**src/rgbhsl_pkg.sv**
```systemverilog
`timescale 1ns / 1ps
// ----------------------------------------------------------------------------
// rgbhsl_pkg
// Shared widths, constants and types for the RGB to HSL pixel converter.
// ----------------------------------------------------------------------------
package rgbhsl_pkg;

  // fractional bits of hue and saturation
  localparam int FRAC_BITS = 6;

  // field widths
  localparam int PIX_W   = 24;
  localparam int COMP_W  = 8;
  localparam int HUE_W   = 15;
  localparam int SAT_W   = 13;
  localparam int LIGHT_W = 9;
  localparam int N_W     = 11;

  // scale factors of hue (degrees per sixth) and saturation (percent)
  localparam int HUE_MULT = 60;
  localparam int SAT_MULT = 100;

  // rgb565 field layout
  localparam int R5_LSB = 11;
  localparam int G6_LSB = 5;

  // quotient bits: hue is at most 360 * 2^FRAC_BITS, which needs 9 + FRAC_BITS bits
  localparam int QUO_W = 9 + FRAC_BITS;
  // divisors are 8-bit chroma or lightness terms
  localparam int DIV_W = COMP_W;
  // numerators stay below divisor * 2^QUO_W
  localparam int NUM_W = QUO_W + DIV_W;

  // pixel format register codes
  typedef enum logic {
    FMT_RGB888 = 1'b0,
    FMT_RGB565 = 1'b1
  } fmt_t;

  // one lane of the restoring divider
  typedef struct packed {
    logic [DIV_W-1:0] divisor;
    logic [DIV_W-1:0] rem;
    logic [QUO_W-1:0] acc;
  } div_lane_t;

  // one stage of the divider pipeline
  typedef struct packed {
    logic               valid;
    logic               zero;
    logic [LIGHT_W-1:0] light;
    div_lane_t          hue;
    div_lane_t          sat;
  } div_stage_t;

endpackage

```
**src/rgbhsl_ifs.sv**
```systemverilog
`timescale 1ns / 1ps
// ----------------------------------------------------------------------------
// rgbhsl channel interfaces
// Valid/ready channels for the pixel input and the hsl result output.
// ----------------------------------------------------------------------------

// pixel input channel
interface rgbhsl_pix_if;
  logic                         valid;
  logic                         ready;
  logic [rgbhsl_pkg::PIX_W-1:0] pixel_word;

  modport source (output valid, output pixel_word, input ready);
  modport sink (input valid, input pixel_word, output ready);
endinterface

// hsl result channel
interface rgbhsl_hsl_if;
  logic                           valid;
  logic                           ready;
  logic [rgbhsl_pkg::HUE_W-1:0]   hue_fixed;
  logic [rgbhsl_pkg::SAT_W-1:0]   saturation_fixed;
  logic [rgbhsl_pkg::LIGHT_W-1:0] lightness_sum;

  modport source (output valid, output hue_fixed, output saturation_fixed,
                  output lightness_sum, input ready);
  modport sink (input valid, input hue_fixed, input saturation_fixed,
                input lightness_sum, output ready);
endinterface

```
**src/rgbhsl_div_pipe.sv**
```systemverilog
`timescale 1ns / 1ps
// ----------------------------------------------------------------------------
// rgbhsl_div_pipe
// Two-lane pipelined restoring divider, one quotient bit per stage.
// ----------------------------------------------------------------------------
module rgbhsl_div_pipe (
  input  logic                   clk,
  input  logic                   rst,
  input  logic                   en,
  input  rgbhsl_pkg::div_stage_t load,
  output rgbhsl_pkg::div_stage_t result
);

  localparam int QUO_W = rgbhsl_pkg::QUO_W;
  localparam int DIV_W = rgbhsl_pkg::DIV_W;

  rgbhsl_pkg::div_stage_t stage [0:QUO_W];

  // one restoring step: shift in the next numerator bit, subtract if it fits
  function automatic rgbhsl_pkg::div_lane_t div_step(input rgbhsl_pkg::div_lane_t l);
    logic [DIV_W:0]        t;
    logic                  take;
    rgbhsl_pkg::div_lane_t o;
    t         = {l.rem, l.acc[QUO_W-1]};
    take      = (t >= {1'b0, l.divisor});
    o.divisor = l.divisor;
    o.rem     = take ? DIV_W'(t - {1'b0, l.divisor}) : t[DIV_W-1:0];
    o.acc     = {l.acc[QUO_W-2:0], take};
    return o;
  endfunction

  // stage registers, all advance together on enable
  always_ff @(posedge clk) begin
    if (rst) begin
      for (int k = 0; k <= QUO_W; k++) begin
        stage[k].valid <= 1'b0;
      end
    end else if (en) begin
      stage[0] <= load;
      for (int k = 1; k <= QUO_W; k++) begin
        stage[k].valid <= stage[k-1].valid;
        stage[k].zero  <= stage[k-1].zero;
        stage[k].light <= stage[k-1].light;
        stage[k].hue   <= div_step(stage[k-1].hue);
        stage[k].sat   <= div_step(stage[k-1].sat);
      end
    end
  end

  assign result = stage[QUO_W];

endmodule

```
**src/rgb_to_hsl_pixel_converter.sv**
```systemverilog
`timescale 1ns / 1ps
// ----------------------------------------------------------------------------
// rgb_to_hsl_pixel_converter
// Converts RGB888 or RGB565 pixels to hue, saturation and lightness sum.
// ----------------------------------------------------------------------------
// Usage:
//   pix_in carries one pixel per item; hsl_out carries one result per item,
//   in input order. cfg_wr_en/cfg_wr_data set the pixel format (0 = RGB888,
//   1 = RGB565); write it only while no item is in flight.
//   Throughput: one item per clock. The block takes a new pixel every cycle
//   while results keep draining.
//   Depth: two front stages unpack the pixel and form the numerators;
//   the restoring dividers then retire one quotient bit per stage, which
//   sets the depth (QUO_W = 9 + fraction bits).
//   Reset: all stage valid bits clear, the format returns to RGB565.
//   Stall: when a result waits with ready low, the whole pipeline holds and
//   pix_in.ready drops; nothing is lost or repeated.
// ----------------------------------------------------------------------------
module rgb_to_hsl_pixel_converter (
  input  logic                clk,
  input  logic                rst,
  input  logic                cfg_wr_en,
  input  logic                cfg_wr_data,
  rgbhsl_pix_if.sink          pix_in,
  rgbhsl_hsl_if.source        hsl_out
);

  localparam int COMP_W  = rgbhsl_pkg::COMP_W;
  localparam int LIGHT_W = rgbhsl_pkg::LIGHT_W;
  localparam int N_W     = rgbhsl_pkg::N_W;
  localparam int NUM_W   = rgbhsl_pkg::NUM_W;
  localparam int QUO_W   = rgbhsl_pkg::QUO_W;
  localparam int DIV_W   = rgbhsl_pkg::DIV_W;

  rgbhsl_pkg::fmt_t input_format;

  logic en;

  logic [COMP_W-1:0] r_in, g_in, b_in, v_in, m_in;

  logic              s1_valid;
  logic [COMP_W-1:0] s1_r, s1_g, s1_b, s1_v, s1_m;

  logic [COMP_W-1:0]  d_c;
  logic [LIGHT_W-1:0] sum_c;
  logic [N_W-1:0]     n_c;
  logic [COMP_W-1:0]  q_c;

  logic               s2_valid;
  logic [N_W-1:0]     s2_n;
  logic [COMP_W-1:0]  s2_d;
  logic [COMP_W-1:0]  s2_q;
  logic [LIGHT_W-1:0] s2_sum;

  logic [NUM_W-1:0] hue_num, sat_num;

  rgbhsl_pkg::div_stage_t div_load, div_out;

  // format register
  always_ff @(posedge clk) begin
    if (rst) begin
      input_format <= rgbhsl_pkg::FMT_RGB565;
    end else if (cfg_wr_en) begin
      input_format <= rgbhsl_pkg::fmt_t'(cfg_wr_data);
    end
  end

  // pipeline advances unless a result waits at the output
  assign en           = !div_out.valid || hsl_out.ready;
  assign pix_in.ready = en;

  // unpack the pixel into 8-bit components
  always_comb begin
    case (input_format)
      rgbhsl_pkg::FMT_RGB888: begin
        r_in = pix_in.pixel_word[23:16];
        g_in = pix_in.pixel_word[15:8];
        b_in = pix_in.pixel_word[7:0];
      end
      rgbhsl_pkg::FMT_RGB565: begin
        r_in = {pix_in.pixel_word[rgbhsl_pkg::R5_LSB +: 5], 3'b000};
        g_in = {pix_in.pixel_word[rgbhsl_pkg::G6_LSB +: 6], 2'b00};
        b_in = {pix_in.pixel_word[4:0], 3'b000};
      end
      default: begin
        r_in = '0;
        g_in = '0;
        b_in = '0;
      end
    endcase
  end

  // max and min of the components
  always_comb begin
    v_in = (r_in >= g_in) ? r_in : g_in;
    v_in = (v_in >= b_in) ? v_in : b_in;
    m_in = (r_in <= g_in) ? r_in : g_in;
    m_in = (m_in <= b_in) ? m_in : b_in;
  end

  // stage 1: components, max, min
  always_ff @(posedge clk) begin
    if (rst) begin
      s1_valid <= 1'b0;
    end else if (en) begin
      s1_valid <= pix_in.valid;
      s1_r     <= r_in;
      s1_g     <= g_in;
      s1_b     <= b_in;
      s1_v     <= v_in;
      s1_m     <= m_in;
    end
  end

  // chroma, lightness sum, saturation divisor and hue sector count
  always_comb begin
    d_c   = s1_v - s1_m;
    sum_c = LIGHT_W'(s1_v) + LIGHT_W'(s1_m);
    q_c   = (sum_c <= LIGHT_W'(255)) ? sum_c[COMP_W-1:0]
                                     : COMP_W'(LIGHT_W'(510) - sum_c);
    if (s1_r == s1_v) begin
      n_c = (s1_g == s1_m) ? N_W'(5 * N_W'(d_c)) + N_W'(s1_v - s1_b)
                           : N_W'(d_c) - N_W'(s1_v - s1_g);
    end else if (s1_g == s1_v) begin
      n_c = (s1_b == s1_m) ? N_W'(d_c) + N_W'(s1_v - s1_r)
                           : N_W'(3 * N_W'(d_c)) - N_W'(s1_v - s1_b);
    end else begin
      n_c = (s1_r == s1_m) ? N_W'(3 * N_W'(d_c)) + N_W'(s1_v - s1_g)
                           : N_W'(5 * N_W'(d_c)) - N_W'(s1_v - s1_r);
    end
  end

  // stage 2: divider operands
  always_ff @(posedge clk) begin
    if (rst) begin
      s2_valid <= 1'b0;
    end else if (en) begin
      s2_valid <= s1_valid;
      s2_n     <= n_c;
      s2_d     <= d_c;
      s2_q     <= q_c;
      s2_sum   <= sum_c;
    end
  end

  // scaled numerators, constant multiplies
  assign hue_num = (NUM_W'(NUM_W'(s2_n) * NUM_W'(rgbhsl_pkg::HUE_MULT)))
                   << rgbhsl_pkg::FRAC_BITS;
  assign sat_num = (NUM_W'(NUM_W'(s2_d) * NUM_W'(rgbhsl_pkg::SAT_MULT)))
                   << rgbhsl_pkg::FRAC_BITS;

  // load the divider: upper bits seed the remainder, lower bits shift in
  always_comb begin
    div_load.valid       = s2_valid;
    div_load.zero        = (s2_d == '0);
    div_load.light       = s2_sum;
    div_load.hue.divisor = s2_d;
    div_load.hue.rem     = hue_num[NUM_W-1 -: DIV_W];
    div_load.hue.acc     = hue_num[QUO_W-1:0];
    div_load.sat.divisor = s2_q;
    div_load.sat.rem     = sat_num[NUM_W-1 -: DIV_W];
    div_load.sat.acc     = sat_num[QUO_W-1:0];
  end

  rgbhsl_div_pipe u_div (
    .clk    (clk),
    .rst    (rst),
    .en     (en),
    .load   (div_load),
    .result (div_out)
  );

  // result item, grey and black pixels force hue and saturation to zero
  assign hsl_out.valid            = div_out.valid;
  assign hsl_out.hue_fixed        = div_out.zero ? '0
                                    : rgbhsl_pkg::HUE_W'(div_out.hue.acc);
  assign hsl_out.saturation_fixed = div_out.zero ? '0
                                    : rgbhsl_pkg::SAT_W'(div_out.sat.acc);
  assign hsl_out.lightness_sum    = div_out.light;

endmodule

```
**src/flat_wrapper.sv**
```systemverilog
// flat-port wrapper written by rule: the top's interface ports become plain ports
module rgb_to_hsl_pixel_converter_flat 
  (clk, rst, cfg_wr_en, cfg_wr_data, pix_in_valid, pix_in_pixel_word, pix_in_ready, hsl_out_valid, hsl_out_hue_fixed, hsl_out_saturation_fixed, hsl_out_lightness_sum, hsl_out_ready);
  rgbhsl_pix_if pix_in_i ();
  rgbhsl_hsl_if hsl_out_i ();
  input  logic clk;
  input  logic rst;
  input  logic cfg_wr_en;
  input  logic cfg_wr_data;
  input wire logic [$bits(pix_in_i.valid)-1:0] pix_in_valid;
  input wire logic [$bits(pix_in_i.pixel_word)-1:0] pix_in_pixel_word;
  output wire logic [$bits(pix_in_i.ready)-1:0] pix_in_ready;
  output wire logic [$bits(hsl_out_i.valid)-1:0] hsl_out_valid;
  output wire logic [$bits(hsl_out_i.hue_fixed)-1:0] hsl_out_hue_fixed;
  output wire logic [$bits(hsl_out_i.saturation_fixed)-1:0] hsl_out_saturation_fixed;
  output wire logic [$bits(hsl_out_i.lightness_sum)-1:0] hsl_out_lightness_sum;
  input wire logic [$bits(hsl_out_i.ready)-1:0] hsl_out_ready;
  assign pix_in_i.valid = pix_in_valid;
  assign pix_in_i.pixel_word = pix_in_pixel_word;
  assign pix_in_ready = pix_in_i.ready;
  assign hsl_out_valid = hsl_out_i.valid;
  assign hsl_out_hue_fixed = hsl_out_i.hue_fixed;
  assign hsl_out_saturation_fixed = hsl_out_i.saturation_fixed;
  assign hsl_out_lightness_sum = hsl_out_i.lightness_sum;
  assign hsl_out_i.ready = hsl_out_ready;
  rgb_to_hsl_pixel_converter u_core (.clk(clk), .rst(rst), .cfg_wr_en(cfg_wr_en), .cfg_wr_data(cfg_wr_data), .pix_in(pix_in_i), .hsl_out(hsl_out_i));
endmodule
```
**config.mk**
```make
export PLATFORM = sky130hd
export DESIGN_NAME = rgb_to_hsl_pixel_converter_flat
export DESIGN_NICKNAME = d
export VERILOG_FILES = /design/src/rgbhsl_pkg.sv /design/src/rgbhsl_ifs.sv /design/src/rgbhsl_div_pipe.sv /design/src/rgb_to_hsl_pixel_converter.sv /design/src/flat_wrapper.sv
export SDC_FILE = /design/constraint.sdc
export NUM_CORES = 2
export LEC_CHECK = 0
export BUFFER_PORTS_ARGS = -buffer_cell sky130_fd_sc_hd__buf_4
export CAP_MARGIN = 30
export CORE_ASPECT_RATIO = 0.7
export CORE_MARGIN = 3
export CORE_UTILIZATION = 32
export DETAILED_ROUTE_END_ITERATION = 6
export PLACE_DENSITY = 0.52
export SETUP_SLACK_MARGIN = 0.05
export SLEW_MARGIN = 10
export SYNTH_ARGS = -nofsm -noshare
export SYNTH_HDL_FRONTEND = slang
export SYNTH_HIERARCHICAL = 1
export SYNTH_SLANG_ARGS = --single-unit
```
**constraint.sdc**
```tcl
create_clock -name clk -period 34.6 [get_ports clk]
set_input_delay 3.46 -clock clk [delete_from_list [all_inputs] [get_ports clk]]
set_output_delay 3.46 -clock clk [all_outputs]
set_load 0.05 [all_outputs]
```
Yosys cells after proc, flatten, opt, wreduce, memory -nomap -nowiden:

Memories as Yosys holds them, arrays and structs flattened.
Index checks and enable logic that the tools add are counted.

* eq/ne operators: 5
* add/subtract/negate cells: 42
* reduce and logical (&&, ||, !) cells: 4
* bitwise operators: 18
* muxes and demuxes: 66
* $lt $le $gt $ge: 35
* $mul: 4

Operators with widths (number)
* $mux W8: 35
* $ge A9 B8 Y1: 30
* $sub A8 B8 Y8: 31
* $mux W11: 5
* $pmux W8 S2: 3
* $eq A8 B8 Y1: 5
* $sub A8 B8 Y9: 3
* $mux W1: 21
* $ge A8 B8 Y1: 2
* $le A8 B8 Y1: 2
* $or A1 B1 Y1: 16
* $mul A11 B4 Y15 const B: 1
* $mux W15: 1
* $mul A8 B5 Y13 const B: 1
* $mux W13: 1
* $add A10 B11 Y11: 1
* $add A11 B11 Y11: 1
* $add A8 B11 Y11: 1
* $mul A3 B8 Y11 const A: 1
* $sub A10 B11 Y11: 1
* $sub A11 B11 Y11: 1
* $sub A8 B11 Y11: 1
* $mul A2 B8 Y10 const A: 1
* $add A8 B8 Y9: 1
* 7 further kinds: 8

* bits in registers: 79
* memories kept: 1
* memory bits (writable): 1168

Memory list
* u_core.u_div.stage: depth 16, width 73, rd ports 16, clocked after Yosys merged registers in 0, write ports 16, RTL line rgbhsl_div_pipe.sv:17 `rgbhsl_pkg::div_stage_t stage [0:QUO_W];`

Depth between registers and ports, before layout:

An unclocked memory read counts as a cell.

* word-level depth: 7
* depth in mapped cells: 23
* mapped depth without buffers: 22

Modules after synthesis:

Netlist, hierarchy kept.

By module, submodules not included
* rgbhsl_div_pipe: area each 49431.2 sq um, cells each 3231, instances 1
* rgb_to_hsl_pixel_converter: area each 10874.2 sq um, cells each 1174, instances 1

Worst setup path after synthesis:

Ideal clock, no wire load.

* kind: input -> register
* start: input port hsl_out_ready
* end: memory u_core/u_div/stage[0][145] (netlist name), data pin
* setup slack: -2884 ps
* setup time: 325 ps
* buffers on the path: 1
* arrival time: 37159 ps
* stages on the path: 5
* cells stage by stage: nor2b_1 > inv_1 > nor2b_1 > clkbuf_1 > and2_1

RTL lines
* from (decl): RTL line flat_wrapper.sv:17 `input wire logic [$bits(hsl_out_i.ready)-1:0] hsl_out_ready;`
* to (decl): RTL line rgbhsl_div_pipe.sv:17

Final worst setup path:

* start: input port hsl_out_ready
* end: output port pix_in_ready

* longest elaborated chain between the ends: 1

RTL lines
* $logic_or A1 B1 Y1: RTL line rgb_to_hsl_pixel_converter.sv:69 `assign en = !div_out.valid || hsl_out.ready;`
* to (decl): RTL line flat_wrapper.sv:12 `output wire logic [$bits(pix_in_i.ready)-1:0] pix_in_ready;`

No other way between the ends.

==> results.sh <==
export IMPL_crit_path_max_fanout=5
export IMPL_hp_class="reg -> reg"
export IMPL_fp_dieW_um=514
export IMPL_power_density_nw_per_um2=99.1
export IMPL_syn2layout_area_growth_pct=12.8
export IMPL_die_area_um2=186000
export IMPL_worst_pin_slew_ns=1.06
export IMPL_cpLargestDelayFamily="buffers and inverters"
export IMPL_yosys_warnings=6
export IMPL_cp_required_ns=31.14
export IMPL_cts_setup_buffers=0
export IMPL_clk_pin_slew_worst_paths_ns=0.06
export IMPL_cts_buffers=117
export IMPL_finalWorstSetupSlack_ns=26.87
export IMPL_gp_congestion=0.815
export IMPL_crit_type="in -> out"
export IMPL_grt_use_total_pct=11.2
export IMPL_slowest_delay_ns=0.31
export IMPL_top_layer_used="met4"
export IMPL_grt_max_degree=199
export IMPL_final_hold_viol_count=0
export IMPL_post_route_cell_area_um2=65100
export IMPL_min_from="u_core/u_div/stage[1][180]"
export IMPL_cp_start_kind="input pin"
export IMPL_hold_path_end="u_core/u_div/stage[1][254]"
export IMPL_status="finished, final reports clean"
export IMPL_critPathMostFrequentCell="buf_4"
export IMPL_clockRootBuffer="clkbuf_16"
export IMPL_critPathCaptureType="output pin"
export IMPL_synth_area_per_cell_um2=13.6
export IMPL_irDropWorstVdd_mv=0.0871
export IMPL_tritoncts="built"
export IMPL_drt_iter0_drc=2317
export IMPL_ios=69
export IMPL_ctsHoldBuffers=0
export IMPL_max_clock_freq_mhz=129
export IMPL_critPathArrivalTime_ns=4.27
export IMPL_drtPass1Iterations=5
export IMPL_dp_hpwl_mm=73.6
export IMPL_power_uw=6450
export IMPL_maxCapViolCount=0
export IMPL_maxSlewHeadroom_pct=29.2
export IMPL_reg2reg_from="u_core/s1_v[1]"
export IMPL_cp_num_buf_inv=3
export IMPL_drc=0
export IMPL_hold_slack_ns=0.393
export IMPL_synth_area_um2=57700
export IMPL_leakage_uw=0.0254
export IMPL_nFillCells=16900
export IMPL_ctsResizeCount=0
export IMPL_maxSlewViolCount=0
export IMPL_finalNetCount=4910
export IMPL_initial_utilization_pct=32.4
export IMPL_port_buffers=68
export IMPL_multi_input_area_um2=20100
export IMPL_r2r_end="u_core/s2_n[9]"
export IMPL_wl_met1_mm=54.9
export IMPL_grt_pass1_wl_mm=170
export IMPL_overflow=0
export IMPL_std_cell_rows=129
export IMPL_period_needed_ns=7.73
export IMPL_rrSetupSlack_ns=28.53
export IMPL_antenna_found_initial=3
export IMPL_ctsHtreeMaxLevel=3
export IMPL_r2r_cells=18
export IMPL_fin_tns_setup_ns=0
export IMPL_hold_path_cell_count=0
export IMPL_dr_wl_met3_mm=4.42
export IMPL_dp_slack_ns=25.87
export IMPL_cts_sinks=1184
export IMPL_core_um2=178000
export IMPL_clock_path_buffers=3
export IMPL_die_h_um=361
export IMPL_syn_inst=4235
export IMPL_wl_met2_mm=42.8
export IMPL_drive_above_1_share_pct=10.1
export IMPL_drt_total_wl_mm=104
export IMPL_wl_per_cell_um=15.2
export IMPL_grt_pass1_vias=31400
export IMPL_register_area_um2=35500
export IMPL_clk_latency_ns=0.75
export IMPL_via_per_inst=4.65
export IMPL_dpl_cell_area_um2=61100
export IMPL_worst_path_max_delay_cell="nor2b_1"
export IMPL_ant_nets=0
export IMPL_finalCritPeriodShare_pct=22.3
export IMPL_finClkSkew_ns=0.0410
export IMPL_vias=31900
export IMPL_finalSetupViolations=0
export IMPL_rsz0062_at_grt="false"
export IMPL_path_cells="buf_4 > nor2b_1 > inv_1 > buf_4"
[routing by layer]
metal | vias up | global-route usage (%)
met5 | - | 0
met2 | 491 | 16.1
li1 | 15900 | -
met4 | 0 | 2.98
met3 | 149 | 2.13
met1 | 15300 | 17.2
[sequential cells by signal, summed over array words and instances, names as in the netlist, 7 cells and up]
signal,flops
u_core/s1_g,8
u_core/s2_n,11
u_core/s2_d,8
u_core/s2_sum,8
u_core/s1_b,8
u_core/u_div/stage,1107
u_core/s1_r,8
u_core/s1_v,8
u_core/s1_m,8
u_core/s2_q,7
[through the flow]
stage	util, %	instances
floorplan	-	4252
global placement	34.3	6624
detailed placement	34.3	6627
finish	36.6	6848
global route	36.6	6848
CTS	36.5	6843
[power breakdown]
part | switching (uW) | internal (uW)
combinational | 1640 | 1360
clock | 548 | 737
sequential | 148 | 2020
total | 2340 | 4110
[worst max path at each step]
stage,start,to,slack [ns],cells past startpoint
5_1_grt,hsl_out_ready,pix_in_ready,26.79,4
3_5_place_dp,hsl_out_ready,u_core/u_div/stage[3][165],25.87,9
6_report,hsl_out_ready,pix_in_ready,26.87,4
4_1_cts,hsl_out_ready,u_core/u_div/stage[3][191],26.72,9
3_3_place_gp,hsl_out_ready,u_core/u_div/stage[3][166],25.96,9
2_1_floorplan,hsl_out_ready,u_core/u_div/stage[0][145],15.64,5
[layout by cell type, fill, tap and decap left out, types with 17 or more instances in the layout]
cell / count
edfxtp_1: 1181
inv_1: 455
ha_1: 425
o21ai_0: 241
a21oi_1: 222
nand2_1: 193
nor2_1: 152
clkbuf_16: 117
xnor2_1: 115
nor2b_1: 109
xor2_1: 101
buf_4: 91
mux2i_1: 86
mux2_2: 80
a21o_1: 70
nand2b_1: 66
o21a_1: 66
fa_1: 63
and2_1: 42
nand3_1: 38
nor3_1: 37
o31ai_1: 31
a211oi_1: 25
or2_2: 25
clkinv_2: 24
a31oi_1: 24
clkinv_1: 21
o21bai_1: 20
clkbuf_1: 19
a31o_2: 19
and4_1: 18
and3_1: 18
conb_1: 18
a21boi_0: 17
o31a_1: 17
[cell type report]
class	instances	area share (%)
Inverter	455	2.62
Clock inverter	80	1.41
Clock buffer	136	4.61
Antenna cell	1	0.00384
Multi-Input combinational cell	2535	30.9
Timing Repair Buffer	99	1.33
Sequential cell	1184	54.6
Tap cell	2358	4.53
Note: power is estimated with default switching activity, not from simulation.
